===== src/hdl/cssx_pkg.sv =====
package cssx_pkg;

    localparam logic [7:0] CH_HASH  = 8'h23;
    localparam logic [7:0] CH_SEMI  = 8'h3b;
    localparam logic [7:0] CH_COLON = 8'h3a;
    localparam logic [7:0] ALPHA_OPAQUE = 8'hff;

    localparam logic [2:0] KEY_LEAD  = 3'd0;
    localparam logic [2:0] KEY_DONE  = 3'd5;
    localparam logic [2:0] KEY_TRAIL = 3'd6;
    localparam logic [3:0] MAX_DIGITS = 4'd8;

    typedef enum logic [1:0] {
        VS_LEAD   = 2'd0,
        VS_DIGITS = 2'd1,
        VS_TRAIL  = 2'd2,
        VS_BAD    = 2'd3
    } t_vstate;

    typedef struct packed {
        t_vstate     vs;
        logic [31:0] nib;
        logic [3:0]  cnt;
    } t_value;

    typedef struct packed {
        logic        ok;
        logic [31:0] rgba;
    } t_color;

    typedef struct packed {
        logic       color_found;
        logic [7:0] red;
        logic [7:0] green;
        logic [7:0] blue;
        logic [7:0] alpha;
    } t_result;

    function automatic logic is_space(input logic [7:0] c);
        return (c == 8'h20) || (c == 8'h09) || (c == 8'h0d) || (c == 8'h0a);
    endfunction

    // {valid, nibble}
    function automatic logic [4:0] hex_val(input logic [7:0] c);
        logic [7:0] t;
        t = 8'h00;
        if (c >= 8'h30 && c <= 8'h39) begin
            t = c - 8'h30;
            return {1'b1, t[3:0]};
        end
        if (c >= 8'h61 && c <= 8'h66) begin
            t = c - 8'h57;
            return {1'b1, t[3:0]};
        end
        if (c >= 8'h41 && c <= 8'h46) begin
            t = c - 8'h37;
            return {1'b1, t[3:0]};
        end
        return 5'd0;
    endfunction

    function automatic logic [7:0] key_char(input logic [2:0] idx);
        logic [7:0] c;
        unique case (idx)
            3'd0:    c = 8'h63;
            3'd1:    c = 8'h6f;
            3'd2:    c = 8'h6c;
            3'd3:    c = 8'h6f;
            3'd4:    c = 8'h72;
            default: c = 8'h00;
        endcase
        return c;
    endfunction

endpackage


===== src/hdl/cssx_in_if.sv =====
interface cssx_in_if;
    logic       valid;
    logic       ready;
    logic [7:0] ch;
    logic       last;

    modport source(output valid, output ch, output last, input ready);
    modport sink(input valid, input ch, input last, output ready);
endinterface


===== src/hdl/cssx_out_if.sv =====
interface cssx_out_if;
    logic       valid;
    logic       ready;
    logic       color_found;
    logic [7:0] red;
    logic [7:0] green;
    logic [7:0] blue;
    logic [7:0] alpha;

    modport source(output valid, output color_found, output red, output green,
                   output blue, output alpha, input ready);
    modport sink(input valid, input color_found, input red, input green,
                 input blue, input alpha, output ready);
endinterface


===== src/hdl/cssx_color_decode.sv =====
module cssx_color_decode (
    input  cssx_pkg::t_value i_val,
    output cssx_pkg::t_color o_color
);

    logic        w_open;
    logic [31:0] b;

    assign b      = i_val.nib;
    assign w_open = (i_val.vs == cssx_pkg::VS_DIGITS) || (i_val.vs == cssx_pkg::VS_TRAIL);

    always_comb begin
        o_color.ok   = 1'b0;
        o_color.rgba = '0;
        unique case (i_val.cnt)
            4'd3: begin
                o_color.ok   = w_open;
                o_color.rgba = {b[11:8], b[11:8], b[7:4], b[7:4], b[3:0], b[3:0],
                                cssx_pkg::ALPHA_OPAQUE};
            end
            4'd4: begin
                o_color.ok   = w_open;
                o_color.rgba = {b[15:12], b[15:12], b[11:8], b[11:8],
                                b[7:4], b[7:4], b[3:0], b[3:0]};
            end
            4'd6: begin
                o_color.ok   = w_open;
                o_color.rgba = {b[23:0], cssx_pkg::ALPHA_OPAQUE};
            end
            4'd8: begin
                o_color.ok   = w_open;
                o_color.rgba = b;
            end
            default: begin
                o_color.ok   = 1'b0;
                o_color.rgba = '0;
            end
        endcase
    end

endmodule


===== src/hdl/cssx_parser.sv =====
module cssx_parser (
    input  logic              i_clk,
    input  logic              i_rst_n,
    input  logic              i_step,
    input  logic [7:0]        i_ch,
    input  logic              i_last,
    input  logic              i_cfg_wr_en,
    input  logic              i_cfg_wr_data,
    output cssx_pkg::t_result o_res
);

    typedef enum logic [1:0] {
        PH_KEY   = 2'd0,
        PH_VALUE = 2'd1,
        PH_SKIP  = 2'd2
    } t_phase;

    logic             r_mode;
    logic             r_found;
    logic [31:0]      r_saved;
    t_phase           r_phase;
    logic [2:0]       r_key;
    cssx_pkg::t_value r_val;

    t_phase           n_phase;
    logic [2:0]       n_key;
    cssx_pkg::t_value n_val;

    logic             w_sep;
    logic             w_space;
    logic [4:0]       w_hex;
    logic             w_finish;
    logic             w_hit;
    logic             w_found;
    logic [31:0]      w_color;
    cssx_pkg::t_color w_dec;

    assign w_sep   = r_mode && (i_ch == cssx_pkg::CH_SEMI);
    assign w_space = cssx_pkg::is_space(i_ch);
    assign w_hex   = cssx_pkg::hex_val(i_ch);

    always_comb begin
        n_phase = r_phase;
        n_key   = r_key;
        n_val   = r_val;
        if (!w_sep) begin
            unique case (r_phase)
                PH_VALUE: begin
                    if (r_val.vs != cssx_pkg::VS_BAD) begin
                        if (w_space) begin
                            if (r_val.vs == cssx_pkg::VS_DIGITS) begin
                                n_val.vs = cssx_pkg::VS_TRAIL;
                            end
                        end else if (r_val.vs == cssx_pkg::VS_LEAD &&
                                     i_ch == cssx_pkg::CH_HASH) begin
                            n_val.vs = cssx_pkg::VS_DIGITS;
                        end else if (r_val.vs == cssx_pkg::VS_DIGITS && w_hex[4] &&
                                     r_val.cnt < cssx_pkg::MAX_DIGITS) begin
                            n_val.nib = {r_val.nib[27:0], w_hex[3:0]};
                            n_val.cnt = r_val.cnt + 4'd1;
                        end else begin
                            n_val.vs = cssx_pkg::VS_BAD;
                        end
                    end
                end
                PH_KEY: begin
                    if (i_ch == cssx_pkg::CH_COLON) begin
                        if (r_key == cssx_pkg::KEY_DONE || r_key == cssx_pkg::KEY_TRAIL) begin
                            n_phase = PH_VALUE;
                            n_val   = '{vs: cssx_pkg::VS_LEAD, nib: '0, cnt: '0};
                        end else begin
                            n_phase = PH_SKIP;
                        end
                    end else if (w_space) begin
                        if (r_key == cssx_pkg::KEY_DONE) begin
                            n_key = cssx_pkg::KEY_TRAIL;
                        end else if (r_key != cssx_pkg::KEY_LEAD &&
                                     r_key != cssx_pkg::KEY_TRAIL) begin
                            n_phase = PH_SKIP;
                        end
                    end else if (r_key < cssx_pkg::KEY_DONE &&
                                 i_ch == cssx_pkg::key_char(r_key)) begin
                        n_key = r_key + 3'd1;
                    end else begin
                        n_phase = PH_SKIP;
                    end
                end
                default: begin
                    n_phase = r_phase;
                end
            endcase
        end
    end

    cssx_color_decode u_decode (
        .i_val   (n_val),
        .o_color (w_dec)
    );

    assign w_finish = !r_found && (w_sep ? (r_phase == PH_VALUE)
                                         : (i_last && n_phase == PH_VALUE));
    assign w_hit    = w_finish && w_dec.ok;
    assign w_found  = r_found || w_hit;
    assign w_color  = w_hit ? w_dec.rgba : r_saved;

    assign o_res.color_found = w_found;
    assign o_res.red         = w_found ? w_color[31:24] : 8'h00;
    assign o_res.green       = w_found ? w_color[23:16] : 8'h00;
    assign o_res.blue        = w_found ? w_color[15:8]  : 8'h00;
    assign o_res.alpha       = w_found ? w_color[7:0]   : 8'h00;

    always_ff @(posedge i_clk) begin
        if (!i_rst_n || i_cfg_wr_en || (i_step && i_last)) begin
            if (!i_rst_n) begin
                r_mode <= 1'b0;
            end else if (i_cfg_wr_en) begin
                r_mode <= i_cfg_wr_data;
            end
            r_found <= 1'b0;
            r_saved <= '0;
            r_key   <= cssx_pkg::KEY_LEAD;
            r_val   <= '{vs: cssx_pkg::VS_LEAD, nib: '0, cnt: '0};
            if (!i_rst_n) begin
                r_phase <= PH_VALUE;
            end else if (i_cfg_wr_en) begin
                r_phase <= i_cfg_wr_data ? PH_KEY : PH_VALUE;
            end else begin
                r_phase <= r_mode ? PH_KEY : PH_VALUE;
            end
        end else if (i_step && !r_found) begin
            if (w_sep) begin
                r_found <= w_hit;
                r_saved <= w_color;
                r_phase <= PH_KEY;
                r_key   <= cssx_pkg::KEY_LEAD;
                r_val   <= '{vs: cssx_pkg::VS_LEAD, nib: '0, cnt: '0};
            end else begin
                r_phase <= n_phase;
                r_key   <= n_key;
                r_val   <= n_val;
            end
        end
    end

endmodule


===== src/hdl/css_hex_color_extractor.sv =====
// Result path: an accepted last byte is held in the input register, and its result word is then registered for o_color.
// Throughput: one byte per cycle; a last byte waits in the input register only
// while a result word is held and not drained.
// Reset (i_rst_n low, synchronous): both registers empty, parse_mode 0, bare-mode
// parse state; a parse_mode write restarts the string in progress.
module css_hex_color_extractor (
    input  logic i_clk,
    input  logic i_rst_n,
    cssx_in_if.sink    i_byte,
    cssx_out_if.source o_color,
    input  logic i_cfg_wr_en,
    input  logic i_cfg_wr_data
);

    logic              r_in_vld;
    logic [7:0]        r_ch;
    logic              r_last;
    logic              r_out_vld;
    cssx_pkg::t_result r_res;

    logic              w_adv;
    cssx_pkg::t_result w_res;

    assign w_adv        = r_in_vld && (!r_last || !r_out_vld || o_color.ready);
    assign i_byte.ready = !r_in_vld || w_adv;

    always_ff @(posedge i_clk) begin
        if (!i_rst_n) begin
            r_in_vld  <= 1'b0;
            r_out_vld <= 1'b0;
        end else begin
            if (i_byte.ready) begin
                r_in_vld <= i_byte.valid;
            end
            if (w_adv && r_last) begin
                r_out_vld <= 1'b1;
            end else if (o_color.ready) begin
                r_out_vld <= 1'b0;
            end
        end
        if (i_byte.ready && i_byte.valid) begin
            r_ch   <= i_byte.ch;
            r_last <= i_byte.last;
        end
        if (w_adv && r_last) begin
            r_res <= w_res;
        end
    end

    cssx_parser u_parser (
        .i_clk         (i_clk),
        .i_rst_n       (i_rst_n),
        .i_step        (w_adv),
        .i_ch          (r_ch),
        .i_last        (r_last),
        .i_cfg_wr_en   (i_cfg_wr_en),
        .i_cfg_wr_data (i_cfg_wr_data),
        .o_res         (w_res)
    );

    assign o_color.valid       = r_out_vld;
    assign o_color.color_found = r_res.color_found;
    assign o_color.red         = r_res.red;
    assign o_color.green       = r_res.green;
    assign o_color.blue        = r_res.blue;
    assign o_color.alpha       = r_res.alpha;

    a_no_overwrite: assert property (@(posedge i_clk) disable iff (!i_rst_n)
        (r_out_vld && !o_color.ready && r_in_vld && r_last) |-> !w_adv)
        else $error("pending result overwritten");

    a_accept_loads: assert property (@(posedge i_clk) disable iff (!i_rst_n)
        (i_byte.valid && i_byte.ready) |=> r_in_vld)
        else $error("accepted byte lost");

    a_result_source: assert property (@(posedge i_clk) disable iff (!i_rst_n)
        $rose(r_out_vld) |-> $past(w_adv && r_last))
        else $error("result without a last byte");

    a_zero_when_none: assert property (@(posedge i_clk) disable iff (!i_rst_n)
        (r_out_vld && !r_res.color_found) |->
        (r_res.red == 8'h00 && r_res.green == 8'h00 &&
         r_res.blue == 8'h00 && r_res.alpha == 8'h00))
        else $error("color not cleared when none found");

endmodule

===== src/flat_wrapper.sv =====
// flat-port wrapper written by rule: the top's interface ports become plain ports
module css_hex_color_extractor_flat 
  (i_clk, i_rst_n, i_cfg_wr_en, i_cfg_wr_data, i_byte_valid, i_byte_ch, i_byte_last, i_byte_ready, o_color_valid, o_color_color_found, o_color_red, o_color_green, o_color_blue, o_color_alpha, o_color_ready);
  cssx_in_if i_byte_i ();
  cssx_out_if o_color_i ();
  input  logic i_clk;
  input  logic i_rst_n;
  input  logic i_cfg_wr_en;
  input  logic i_cfg_wr_data;
  input wire logic [$bits(i_byte_i.valid)-1:0] i_byte_valid;
  input wire logic [$bits(i_byte_i.ch)-1:0] i_byte_ch;
  input wire logic [$bits(i_byte_i.last)-1:0] i_byte_last;
  output wire logic [$bits(i_byte_i.ready)-1:0] i_byte_ready;
  output wire logic [$bits(o_color_i.valid)-1:0] o_color_valid;
  output wire logic [$bits(o_color_i.color_found)-1:0] o_color_color_found;
  output wire logic [$bits(o_color_i.red)-1:0] o_color_red;
  output wire logic [$bits(o_color_i.green)-1:0] o_color_green;
  output wire logic [$bits(o_color_i.blue)-1:0] o_color_blue;
  output wire logic [$bits(o_color_i.alpha)-1:0] o_color_alpha;
  input wire logic [$bits(o_color_i.ready)-1:0] o_color_ready;
  assign i_byte_i.valid = i_byte_valid;
  assign i_byte_i.ch = i_byte_ch;
  assign i_byte_i.last = i_byte_last;
  assign i_byte_ready = i_byte_i.ready;
  assign o_color_valid = o_color_i.valid;
  assign o_color_color_found = o_color_i.color_found;
  assign o_color_red = o_color_i.red;
  assign o_color_green = o_color_i.green;
  assign o_color_blue = o_color_i.blue;
  assign o_color_alpha = o_color_i.alpha;
  assign o_color_i.ready = o_color_ready;
  css_hex_color_extractor u_core (.i_clk(i_clk), .i_rst_n(i_rst_n), .i_byte(i_byte_i), .o_color(o_color_i), .i_cfg_wr_en(i_cfg_wr_en), .i_cfg_wr_data(i_cfg_wr_data));
endmodule

===== config.mk =====
export PLATFORM = sky130hd
export DESIGN_NAME = css_hex_color_extractor_flat
export DESIGN_NICKNAME = d
export VERILOG_FILES = /design/src/hdl/cssx_pkg.sv /design/src/hdl/cssx_in_if.sv /design/src/hdl/cssx_out_if.sv /design/src/hdl/cssx_color_decode.sv /design/src/hdl/cssx_parser.sv /design/src/hdl/css_hex_color_extractor.sv /design/src/flat_wrapper.sv
export SDC_FILE = /design/constraint.sdc
export NUM_CORES = 1
export LEC_CHECK = 0
export BUFFER_PORTS_ARGS = -buffer_cell sky130_fd_sc_hd__buf_4
export CORE_ASPECT_RATIO = 1.25
export CORE_UTILIZATION = 50
export DETAILED_ROUTE_END_ITERATION = 10
export PLACE_DENSITY = 0.69
export SLEW_MARGIN = 20
export SYNTH_ARGS = -nofsm -noshare
export SYNTH_HDL_FRONTEND = slang
export SYNTH_SLANG_ARGS = --single-unit

===== constraint.sdc =====
create_clock -name i_clk -period 4.45 [get_ports i_clk]
set_input_delay 0.6675 -clock i_clk [delete_from_list [all_inputs] [get_ports i_clk]]
set_output_delay 0.6675 -clock i_clk [all_outputs]
set_load 0.02 [all_outputs]

Word-level counts from Yosys, hierarchy flattened
Index checks and enable logic that the tools add are counted.

storage, ports and cells
  output and inout port bits = 35
  register bits = 121
  logic and storage cells = 159

operators by class
  eq/ne operators = 28
  order comparisons = 8
  muxes and demuxes = 57
  reduce and logical (&&, ||, !) cells = 44
  $add $sub $neg = 5

operator list
  cell                                                               count
  2-to-1 mux 38 bit                                                  5
  one-hot mux 33 bit (4 select lines)                                1
  2-to-1 mux 36 bit                                                  3
  one-hot mux 38 bit (2 select lines)                                1
  == test 8 x 6 -> 1 bit, second input constant                      4
  2-to-1 mux 32 bit                                                  1
  2-to-1 mux 8 bit                                                   4
  2-to-1 mux 2 bit                                                   15
  2-to-1 mux 5 bit                                                   6
  one-hot mux 7 bit (4 select lines)                                 1
  == test 8 x 4 -> 1 bit, second input constant                      3
  2-to-1 mux 3 bit                                                   6
  greater-or-equal comparator 8 x 7 -> 1 bit, second input constant  2
  less-or-equal comparator 8 x 7 -> 1 bit, second input constant     2
  logical AND 1 bit                                                  16
  2-to-1 mux 1 bit                                                   14
  logical OR 1 bit                                                   11
  == test 3 bit, second input constant                               3
  == test 2 x 1 -> 1 bit, second input constant                      4
  == test 4 x 3 -> 1 bit, second input constant                      2
  == test 8 bit                                                      1
  greater-or-equal comparator 8 x 6 -> 1 bit, second input constant  1
  less-or-equal comparator 8 x 6 -> 1 bit, second input constant     1
  subtractor 4 x 3 -> 4 bit, second input constant                   2
  other kinds (22)                                                   33

Depth between registers and ports, before layout
Gate-level depths: netlist of run 1.

  word-level depth = 22
  gate-level depth with buffers = 14

By module
From an unflattened synthesis of run 1, not the netlist that was laid out.

second synthesis, totals
  cells, all modules = 738
  area, all modules = 6885.4 µm²

modules (own cells, without submodules)
  module                   instances  area each (µm²)  cells each
  cssx_parser              1          4723.3           581
  css_hex_color_extractor  1          1378.8           54
  cssx_color_decode        1          783.3            103

Worst setup path after synthesis of run 1
OpenSTA, ideal clock, no wires.

  path type = register to register
  start point = register u_core.r_ch[0]
  end point = register u_core.r_res (netlist bit u_core.o_color.green[0]) (data pin)
  clock period less this slack = 3.484 ns
  arrival time = 3.214 ns
  path slack = 0.966 ns
  setup time = 0.270 ns
  stages on the path, launching flop included = 13
  cells stage by stage = edfxtp_1 > clkbuf_1 > inv_1 > ha_1 > nor3b_1 > a311o_2 > a2111oi_2 > o41ai_2 > xnor2_2 > or2_2 > a31o_2 > a2111oi_2 > a21oi_1

between the ends
  word-level cells in the longest chain between the ends = 21
  elaborated cells between the ends (all ways) = 66
  those cells by class = order compare: 6; eq/ne: 15; mux: 29; reduce/logical: 16

RTL lines
  element                                                                                                line                                    RTL
  start: declaration                                                                                     css_hex_color_extractor.sv:16           logic [7:0] r_ch;
  start signal: assignment                                                                               css_hex_color_extractor.sv:42           r_ch <= i_byte.ch;
  greater-or-equal comparator 8 x 7 -> 1 bit or less-or-equal comparator 8 x 7 -> 1 bit (tied branches)  cssx_pkg.sv:55                          if (c >= 8'h41 && c <= 8'h46) begin
  logical AND 1 bit                                                                                      cssx_pkg.sv:55
  2-to-1 mux 1 bit (2 in a row)                                                                          cssx_pkg.sv:55
  2-to-1 mux 1 bit                                                                                       cssx_pkg.sv:51                          if (c >= 8'h61 && c <= 8'h66) begin
  2-to-1 mux 5 bit                                                                                       cssx_pkg.sv:59                          return 5'd0;
  2-to-1 mux 5 bit                                                                                       cssx_pkg.sv:55
  2-to-1 mux 5 bit                                                                                       cssx_pkg.sv:51
  logical AND 1 bit (2 in a row)                                                                         cssx_parser.sv:57                       end else if (r_val.vs == cssx_pkg::VS_DIGITS && w_hex[4] &&
  [... 3 more ...]                                                                                       n/a
  2-to-1 mux 38 bit                                                                                      cssx_parser.sv:49                       if (r_val.vs != cssx_pkg::VS_BAD) begin
  one-hot mux 38 bit (2 select lines)                                                                    cssx_parser.sv:47                       unique case (r_phase)
  2-to-1 mux 38 bit                                                                                      cssx_parser.sv:46                       if (!w_sep) begin
  == test 2 x 1 -> 1 bit or == test 2 bit (tied branches)                                                cssx_color_decode.sv:10                 assign w_open = (i_val.vs == cssx_pkg::VS_DIGITS) || (i_val.vs == cssx_pkg::VS_TRAIL);
  logical OR 1 bit                                                                                       cssx_color_decode.sv:10
  one-hot mux 33 bit (4 select lines)                                                                    cssx_color_decode.sv:15                 unique case (i_val.cnt)
  logical AND 1 bit                                                                                      cssx_parser.sv:102                      assign w_hit = w_finish && w_dec.ok;
  2-to-1 mux 32 bit or logical OR 1 bit (tied branches)                                                  cssx_parser.sv:104, cssx_parser.sv:103
  end signal: assignment                                                                                 css_hex_color_extractor.sv:46           r_res <= w_res;
  end: declaration                                                                                       css_hex_color_extractor.sv:19           cssx_pkg::t_result r_res;

Parallel ways exist; a longest one is shown, timed or not. The select of a mux whose other input is x is not followed.
A chain may end at the register's enable or synchronous reset.

Worst setup path after layout of run 1
  start point = register u_core.r_ch[3]
  end point = register u_core.r_res (netlist bit u_core.o_color.green[4]) (data pin)

Same word-level chain as after synthesis.

==> impl_metrics.tcl, run 1 <==
set metrics [dict create \
    clkTransAtPathRegs_ns 0.06 \
    drt-initial-drc-count 375 \
    worstReg2RegEnd "u_core.o_color.green[4]$_SDFFCE_PN0P_" \
    tns_ns 0 \
    insertedDiodeCount 0 \
    gp_congestion 0.8556 \
    route.vias.total 5362 \
    wl_mm 17.40 \
    start_kind "flop" \
    synth_top_cell_by_area "dfxtp_1" \
    critPathCaptureType "flop" \
    clk_latency_ns 0.42 \
    ys_ff_latch 121 \
    seq_area_frac_synth 0.4610 \
    clock_skew_ns 0.008419 \
    hold_viol 0 \
    wire_per_inst_um 19.98 \
    synthTopCellsByArea "dfxtp_1 (24%), edfxtp_1 (22%), a22o_1 (5.3%)" \
    yosysMostFrequentCell "nand2_1" \
    grt-ovfl-total 0 \
    synth.lib_cells_used.distinct 74 \
    power_density_nw_per_um2 377.7 \
    fmax_mhz 236.3 \
    antenna_left 0 \
    crit_fanout 35 \
    synthToLayoutAreaGrowth_pct 18.90 \
    netlist_area_um2 6231 \
    drv_cap 0 \
    final_cell_area_um2 7408 \
    grt_pass1_vias 5166 \
    viasPerCell 6.156 \
    yosysWarnings 0 \
    cts_max_level 4 \
    numPortBuffers 49 \
    crit_arrival_ns 4.36 \
    cp-endpoint "u_core.o_color.green[4]$_SDFFCE_PN0P_" \
    critPathKind "reg -> reg" \
    rows 45 \
    die-area_um2 12920 \
    synthDominantCellAreaShare 0.2442 \
    initial_core_util 0.5123 \
    avgSynthCellArea_um2 9.527 \
    period_share 0.9509 \
    die_x_um 101.8 \
    relSlewSlack 0.2901 \
    regToRegSetupSlack_ns 0.22 \
    hold_path.class "in -> reg" \
    slew_viol_final 0 \
    synth_commonest_cells "nand2_1 (77), dfxtp_1 (76), nor2_1 (60)" \
    postLayoutSetupSlackWorst_ns 0.2187 \
    dr.pass1.iters 5 \
    tightest_slew_ns 1.061 \
    cts.sinks 121 \
    post-route-min-period_ns 4.231 \
    crit_required_ns 4.58 \
    die_h_um 126.8 \
    grt_max_degree 60 \
    synth_cells 654 \
    post_dp_cell_area_um2 6763 \
    post-place-ws_ns 0.2609 \
    ys.flop_type "dfxtp_1" \
    vdd_drop_max_v 0.0002435 \
    r2r_start "u_core.r_ch[3]$_DFFE_PP_" \
    nets 718 \
    r2r_cells 9 \
    power_leakage_nw 2.584 \
    route.detailed.drc 0 \
    rsz0062_at_grt "no" \
    ios 50 \
    synthArstFlopShare 0 \
    clockBufferDepth 2 \
    syn_nets 678 \
    grt_pass1_wl_mm 27.28 \
    synth-edff-count 45 \
    holdPathStages 1 \
    status "complete, no violations" \
    final_cells 871 \
    dp_cells 839 \
    grt_usage 0.2805 \
    startpoint "u_core.r_ch[3]$_DFFE_PP_" \
    antenna_found_initial 0 \
    numCtsBuffers 17 \
    nFillCells 1080 \
    cts_tree "built" \
    dp_hpwl_mm 12.67 \
    root_buffer "clkbuf_16" \
    drive_gt1_frac 0.2051 \
    fp.coreArea_um2 12160 \
    setup_viol 0 \
    cts_hold_buffers 0 \
]
[routing by layer]
| metal | GRT usage | routed length [µm] | part of all wire | up-vias |
|---|---|---|---|---|
| met1 | 0.3194 | 6718 | 0.39 | 2575 |
| met2 | 0.4893 | 9218 | 0.53 | 178 |
| met4 | 0.1496 | 867 | 0.050 | 0 |
| met5 | 0 | 0 | 0 | - |
| met3 | 0.05455 | 596 | 0.034 | 55 |
| li1 | - | - | - | 2554 |
[timing repair]
item | CTS | global route
resized for setup | 0 | 1
buffers inserted | 0 | 0
endpoints found under the setup margin | 0 | 1
[flip-flops by register name (all words and copies together), names as in the netlist]
signal and cells:
u_core.u_parser.r_val 38, u_core.u_parser.r_saved 32, u_core.o_color.alpha 8, u_core.o_color.blue 8, u_core.o_color.green 8, u_core.o_color.red 8, u_core.r_ch 8, u_core.u_parser.r_key 3
u_core.u_parser.r_phase 2, u_core.o_color.color_found 1, u_core.o_color.valid 1, u_core.r_in_vld 1, u_core.r_last 1, u_core.u_parser.r_found 1, u_core.u_parser.r_mode 1
[cells by family after synthesis]
group	Yosys count	share of synthesized area
compound gates	258	0.3213
xor+xnor	2	0.004017
fa+ha+maj	9	0.01807
buf+inv	69	0.04799
flops	121	0.4610
mux	1	0.001606
simple gates	194	0.1460
[area by class of cell]
class / instances / area (µm²) / area share
multi-input combinational: 464 / 3088 / 0.4168
sequential: 121 / 2873 / 0.3878
timing repair buffer: 67 / 515.5 / 0.06958
clock buffer: 18 / 429.2 / 0.05793
clock inverter: 14 / 211.5 / 0.02854
tap: 164 / 205.2 / 0.02770
inverter: 23 / 86.33 / 0.01165
[worst max-delay path, stage by stage (launching register included)]
cell and delay (ns):
edfxtp_1 0.53, or4b_4 0.63, a311o_2 0.44, a2111oi_2 0.65, o41ai_2 0.21, xnor2_2 0.19
or2_2 0.33, a31o_2 0.46, a2111oi_2 0.37, a21oi_1 0.10
[cells in the final DEF (no fill, tap or decap), types with 4 or more instances in the layout]
cell       Yosys  layout
a221oi_1      18      18
bufinv_16      0       4
nor3_1         6       5
a211oi_2      14      14
a22oi_1       17      17
a22o_1        38      38
buf_4          1      66
ha_1           9       9
inv_1         23      23
o21ai_0       50      50
o21bai_1       5       5
nand4_1        4       4
a31oi_1        4       4
o22ai_1       20      20
nand3_1        9       9
a21oi_1       28      28
a211oi_1      15      15
nand2b_1       8       8
edfxtp_1      45      45
inv_6          0       5
o21ai_1        8       8
nand2_1       77      77
o21a_1         4       4
clkbuf_16      0      17
nor2_1        60      59
dfxtp_1       76      76
[per-stage QoR]
stage / utilization / power (mW) / hold WS [ns]
floorplan: - / 1.275 / 0.4475
global placement: 0.5561 / 1.324 / 0.4642
detailed placement: 0.5561 / 1.325 / 0.4689
CTS: 0.6087 / 2.809 / 0.4143
global route: 0.6092 / 2.875 / 0.4070
finish: 0.6092 / 2.798 / 0.4195
[worst min path at each step]
stage	from	end	slack [ns]
2_1_floorplan	u_core.u_parser.r_val[6]$_SDFFE_PP0P_	u_core.u_parser.r_val[6]$_SDFFE_PP0P_	0.45
5_1_grt	i_byte_ch[2]	u_core.r_ch[2]$_DFFE_PP_	0.41
3_5_place_dp	u_core.u_parser.r_val[34]$_SDFFE_PP0P_	u_core.u_parser.r_val[34]$_SDFFE_PP0P_	0.47
3_3_place_gp	u_core.u_parser.r_val[17]$_SDFFE_PP0P_	u_core.u_parser.r_val[17]$_SDFFE_PP0P_	0.46
4_1_cts	i_byte_ch[2]	u_core.r_ch[2]$_DFFE_PP_	0.41
6_report	i_byte_ch[2]	u_core.r_ch[2]$_DFFE_PP_	0.42
[power by group]
group	total, mW	internal [mW]	switching [mW]
Combinational	0.127	0.0466	0.0808
Sequential	1.17	1.16	0.0144
Clock	1.50	0.955	0.542
Total	2.80	2.16	0.637
(Power assumes the default switching activity.)
==> run 2, diff against run 1 <==
--- a/config.mk
+++ b/config.mk
@@ -10,6 +10,7 @@
 export CORE_UTILIZATION = 50
 export DETAILED_ROUTE_END_ITERATION = 10
 export PLACE_DENSITY = 0.69
+export RECOVER_POWER = 50
 export SLEW_MARGIN = 20
 export SYNTH_ARGS = -nofsm -noshare
 export SYNTH_HDL_FRONTEND = slang
==> run 2 against run 1 <==
Compared with the run above: the run now ends with max-capacitance violations, max-slew violations left; flip-flop and latch count stayed put; count of clock-buffer cells in the layout is the same; wire length rose by 0.28%; sequential power is essentially flat; final cell count unchanged; global-route usage unchanged; clock power is essentially flat; sequential share of layout area grew 0.77 points; hold slack improved by 0.025 ns; power decreased by 0.26%; cell area down 2.0%; non-clock buffer count did not move.
==> impl_metrics.tcl, run 2 (synthesized netlist as in run 1, its figures left out) <==
set metrics [dict create \
    status "complete, but fails checks" \
    violations "max-capacitance violations, max-slew violations" \
    postLayoutSetupSlackWorst_ns 0.2205 \
    power_density_nw_per_um2 384.3 \
    crit_required_ns 4.58 \
    gp_congestion 0.8556 \
    crit_fanout 35 \
    period_share 0.9505 \
    viasPerCell 6.235 \
    slew_viol_final 37 \
    final_util 0.5972 \
    die_h_um 126.8 \
    clockBufferDepth 2 \
    vdd_drop_max_v 0.0002414 \
    ios 50 \
    grt_pass1_vias 5166 \
    clock_skew_ns 0.009004 \
    synthToLayoutAreaGrowth_pct 16.57 \
    fp.coreArea_um2 12160 \
    relSlewSlack -0.08110 \
    drive_gt1_frac 0.1513 \
    dr.pass1.iters 5 \
    critPathKind "reg -> reg" \
    postCtsSetupRepairBufs 0 \
    top_register "u_core.u_parser.r_val" \
    nFillCells 1124 \
    clkTransAtPathRegs_ns 0.06 \
    layout_common_cells "nand2_1 (77), dfxtp_1 (76), nor2_1 (59), o21ai_0 (50), edfxtp_1 (45)" \
    cts_max_level 4 \
    initial_core_util 0.5123 \
    power_leakage_nw 2.436 \
    rows 45 \
    antenna_found_initial 0 \
    crit_arrival_ns 4.36 \
    holdWs_ns 0.4448 \
    antenna_left 0 \
    dp_hpwl_mm 12.67 \
    rsz0062_at_grt "no" \
    hold_path.class "in -> reg" \
    tightest_slew_ns 1.622 \
    grt-ovfl-total 0 \
    post-route-min-period_ns 4.230 \
    wire_per_inst_um 20.03 \
    root_buffer "clkbuf_16" \
    grt_max_degree 60 \
    drv_cap 1 \
    dp_cells 839 \
    drt-initial-drc-count 331 \
    route.vias.total 5431 \
    critPathCaptureType "flop" \
    largest_reg_flops 38 \
    clk_latency_ns 0.42 \
    route.detailed.drc 0 \
    numPortBuffers 49 \
    final_cells 871 \
    wl_mm 17.45 \
    insertedDiodeCount 0 \
    start_kind "flop" \
    cts.sinks 121 \
    mostFrequentLayoutCell "nand2_1" \
    die_x_um 101.8 \
    nets 718 \
    die-area_um2 12920 \
    hold_viol 0 \
    fmax_mhz 236.4 \
    grt_usage 0.2805 \
    final_cell_area_um2 7263 \
    grt_pass1_wl_mm 27.28 \
    reg_top3 "u_core.u_parser.r_val x38, u_core.u_parser.r_saved x32" \
    setup_viol 0 \
    post_dp_cell_area_um2 6763 \
    tns_ns 0 \
    regToRegSetupSlack_ns 0.22 \
    numCtsBuffers 17 \
    post-place-ws_ns 0.2609 \
    p_total_mw 2.791 \
    cts_tree "built" \
]
## run 2: worst max-delay path: stages (launching register included)
cell,delay [ns]
edfxtp_1,0.52
or4b_4,0.63
a311o_2,0.44
a2111oi_2,0.65
o41ai_2,0.21
xnor2_2,0.19
or2_2,0.34
a31o_2,0.46
a2111oi_2,0.37
a21oi_1,0.10
## run 2: routing by layer
metal,share of wire,global-route usage,up-vias
li1,-,-,2554
met1,0.39,0.3194,2616
met2,0.52,0.4893,204
met3,0.038,0.05455,57
met4,0.049,0.1496,0
met5,0,0,-
## run 2: report_power, final
group          switching, mW  total, mW  internal (mW)  leakage (nW)
clock network          0.540       1.49          0.955         0.310
registers             0.0141       1.17           1.16          1.06
logic                 0.0813      0.122         0.0404          1.07
## run 2: timing repair
action | CTS | global route
setup endpoints to repair | 0 | 1
hold buffers | 0 | 0
resized for setup | 0 | 1
## run 2: final timing paths
kind,end,cells after the start,start
worst max-delay path,u_core.o_color.green[4]$_SDFFCE_PN0P_,9,u_core.r_ch[3]$_DFFE_PP_
worst min-delay path,u_core.r_ch[2]$_DFFE_PP_,1,i_byte_ch[2]
worst max register to register,u_core.o_color.green[4]$_SDFFCE_PN0P_,9,u_core.r_ch[3]$_DFFE_PP_
worst min register to register,u_core.u_parser.r_val[17]$_SDFFE_PP0P_,2,u_core.u_parser.r_val[17]$_SDFFE_PP0P_
## run 2: layout make-up
cell class              count  area, µm²  area share
multi-input cells         464       3088      0.4252
flip-flops and latches    121       2873      0.3955
clock buffers              18      429.2     0.05909
repair buffers             67      370.4     0.05099
clock inverters            14      211.5     0.02911
well taps                 164      205.2     0.02825
inverters                  23      86.33     0.01189
==> run 3, diff against run 2 <==
--- a/config.mk
+++ b/config.mk
@@ -7,9 +7,9 @@
 export LEC_CHECK = 0
 export BUFFER_PORTS_ARGS = -buffer_cell sky130_fd_sc_hd__buf_4
 export CORE_ASPECT_RATIO = 1.25
-export CORE_UTILIZATION = 50
+export CORE_UTILIZATION = 60
 export DETAILED_ROUTE_END_ITERATION = 10
-export PLACE_DENSITY = 0.69
+export PLACE_DENSITY = 0.81
 export RECOVER_POWER = 50
 export SLEW_MARGIN = 20
 export SYNTH_ARGS = -nofsm -noshare
==> constraint.sdc (replaced) <==
create_clock -name i_clk -period 4.4 [get_ports i_clk]
set_input_delay 0.66 -clock i_clk [delete_from_list [all_inputs] [get_ports i_clk]]
set_output_delay 0.66 -clock i_clk [all_outputs]
set_load 0.02 [all_outputs]
==> run 3 against run 2 <==
Compared with the run above: wire length grew 1.6%; clock power shrank 7%; largest cell class unchanged; via count increased by 2.3%; sequential share of layout area increased by 0.061 points; the flow still finishes with violations (max-capacitance violations, max-slew violations).
==> impl_metrics.tcl, run 3 (synthesized netlist as in run 1, its figures left out) <==
set metrics [dict create \
    die-area_um2 10800 \
    post-route-min-period_ns 4.254 \
    wl_mm 17.74 \
    viasPerCell 6.593 \
    setup_viol 0 \
    clkTransAtPathRegs_ns 0.06 \
    worst-path-buf-inv 0 \
    dp_cells 808 \
    critical_path.slowest_cell "or4b_4" \
    die_x_um 93.15 \
    holdWs_ns 0.4359 \
    top_register "u_core.u_parser.r_val" \
    tns_ns 0 \
    final_util 0.7176 \
    slew_viol_final 69 \
    rsz0062_at_grt "no" \
    clock_skew_ns 0.007204 \
    cts_tree "built" \
    grt_usage 0.3410 \
    hold_path.class "in -> reg" \
    grt_pass1_vias 5339 \
    route.vias.total 5558 \
    period_share 0.9667 \
    cts.sinks 121 \
    cts_hold_buffers 0 \
    clockBufferDepth 2 \
    met1_usage 0.3801 \
    grt_pass1_wl_mm 27.77 \
    numPortBuffers 49 \
    gr-usage-met3 0.07021 \
    path_cells "or4b_4 -> a311o_2 -> a2111oi_2 -> o41ai_2 -> xnor2_2 -> or2_2 -> a31o_2 -> a2111oi_4 -> a21oi_1" \
    cpPeakStageDelay_ns 0.65 \
    rows 41 \
    crit_required_ns 4.53 \
    tightest_slew_ns 2.257 \
    power_leakage_nw 2.451 \
    numCtsBuffers 17 \
    critPathKind "reg -> reg" \
    ios 50 \
    nFillCells 778 \
    final_cell_area_um2 7252 \
    grt_max_degree 60 \
    grt.busiest_layer "met2" \
    layout_common_cells "nand2_1 (77), dfxtp_1 (76), nor2_1 (58), o21ai_0 (50), edfxtp_1 (45)" \
    hold_viol 0 \
    vdd_drop_max_v 0.0002411 \
    route.detailed.drc 0 \
    post_dp_cell_area_um2 6761 \
    antenna_found_initial 0 \
    crit_arrival_ns 4.38 \
    crit_fanout 35 \
    insertedDiodeCount 0 \
    violations "max-capacitance violations, max-slew violations" \
    met2_usage 0.6049 \
    initial_core_util 0.6166 \
    mostFrequentLayoutCell "nand2_1" \
    critical_path.top_delay_family "compound AO/OA/AOI/OAI gates" \
    largest_reg_flops 38 \
    relSlewSlack -0.5046 \
    dp_hpwl_mm 12.25 \
    cts_max_level 4 \
    die_h_um 115.9 \
    grt-ovfl-total 0 \
    final_cells 843 \
    synthToLayoutAreaGrowth_pct 16.39 \
    start_kind "flop" \
    root_buffer "clkbuf_16" \
    regToRegSetupSlack_ns 0.15 \
    dr.pass1.iters 5 \
    fmax_mhz 235.1 \
    critPathCaptureType "flop" \
    status "complete, but fails checks" \
    drive_gt1_frac 0.1583 \
    reg_top3 "u_core.u_parser.r_val x38, u_core.u_parser.r_saved x32" \
    drv_cap 2 \
    gp_congestion 0.9856 \
    clk_latency_ns 0.42 \
    wire_per_inst_um 21.04 \
    nets 725 \
    antenna_left 0 \
    power_density_nw_per_um2 371.0 \
    drt-initial-drc-count 469 \
    fp.coreArea_um2 10110 \
]
[run 3: changes by cell type in the layout (fill, tap and decap cells not counted), moves of 2 or more]
cell | previous run | this run
buf_4 | 18 | 24
bufinv_16 | 4 | 2
inv_6 | 5 | 3
inv_8 | 2 | 0
a2111oi_4 | 2 | 4
a2111oi_2 | 3 | 1
[run 3: area by class of cell]
type                            count  area [µm²]  area share
Multi-Input combinational cell    464        3110      0.4289
Sequential cell                   121        2873      0.3961
Clock buffer                       19       442.9     0.06108
Timing Repair Buffer               74       435.4     0.06004
Tap cell                          129       161.4     0.02226
Clock inverter                     13       142.6     0.01967
Inverter                           23       86.33     0.01190
[run 3: worst paths after layout]
kind	from	to	cells past startpoint
setup / recovery	u_core.r_ch[3]$_DFFE_PP_	u_core.o_color.green[0]$_SDFFCE_PN0P_	9
setup reg to reg	u_core.r_ch[3]$_DFFE_PP_	u_core.o_color.green[0]$_SDFFCE_PN0P_	9
hold / removal	i_byte_ch[7]	u_core.r_ch[7]$_DFFE_PP_	1
hold reg to reg	u_core.u_parser.r_val[13]$_SDFFE_PP0P_	u_core.u_parser.r_val[13]$_SDFFE_PP0P_	2
[run 3: worst reg2reg max path: cells and delay by family (launching register included)]
kind | cells | cell delay [ns]
AO/OA/AOI/OAI | 6 | 2.18
XOR/XNOR | 1 | 0.21
flip-flops | 1 | 0.55
AND/OR/NAND/NOR | 2 | 1.01
[run 3: repair_timing]
item	CTS	global route
setup buffers	0	3
resized for setup	0	3
setup endpoints to repair	0	6
[run 3: routing by layer]
layer / wire length (µm) / share of wire / up-vias
li1: - / - / 2566
met1: 6752 / 0.38 / 2679
met2: 9046 / 0.51 / 240
met3: 919 / 0.052 / 73
met4: 1018 / 0.057 / 0
met5: 0 / 0 / -
[run 3: metrics by stage]
step | setup slack (ns) | power, mW
floorplan | 0.9156 | 1.290
global placement | 0.08655 | 1.339
detailed placement | 0.06726 | 1.340
CTS | 0.05165 | 2.694
global route | 0.02924 | 2.759
finish | 0.1464 | 2.691
[run 3: power by group]
group	total [mW]	switching, mW	leakage [nW]	internal [mW]
Clock	1.38	0.524	0.282	0.852
Combinational	0.128	0.0862	1.11	0.0416
Sequential	1.19	0.0123	1.06	1.17
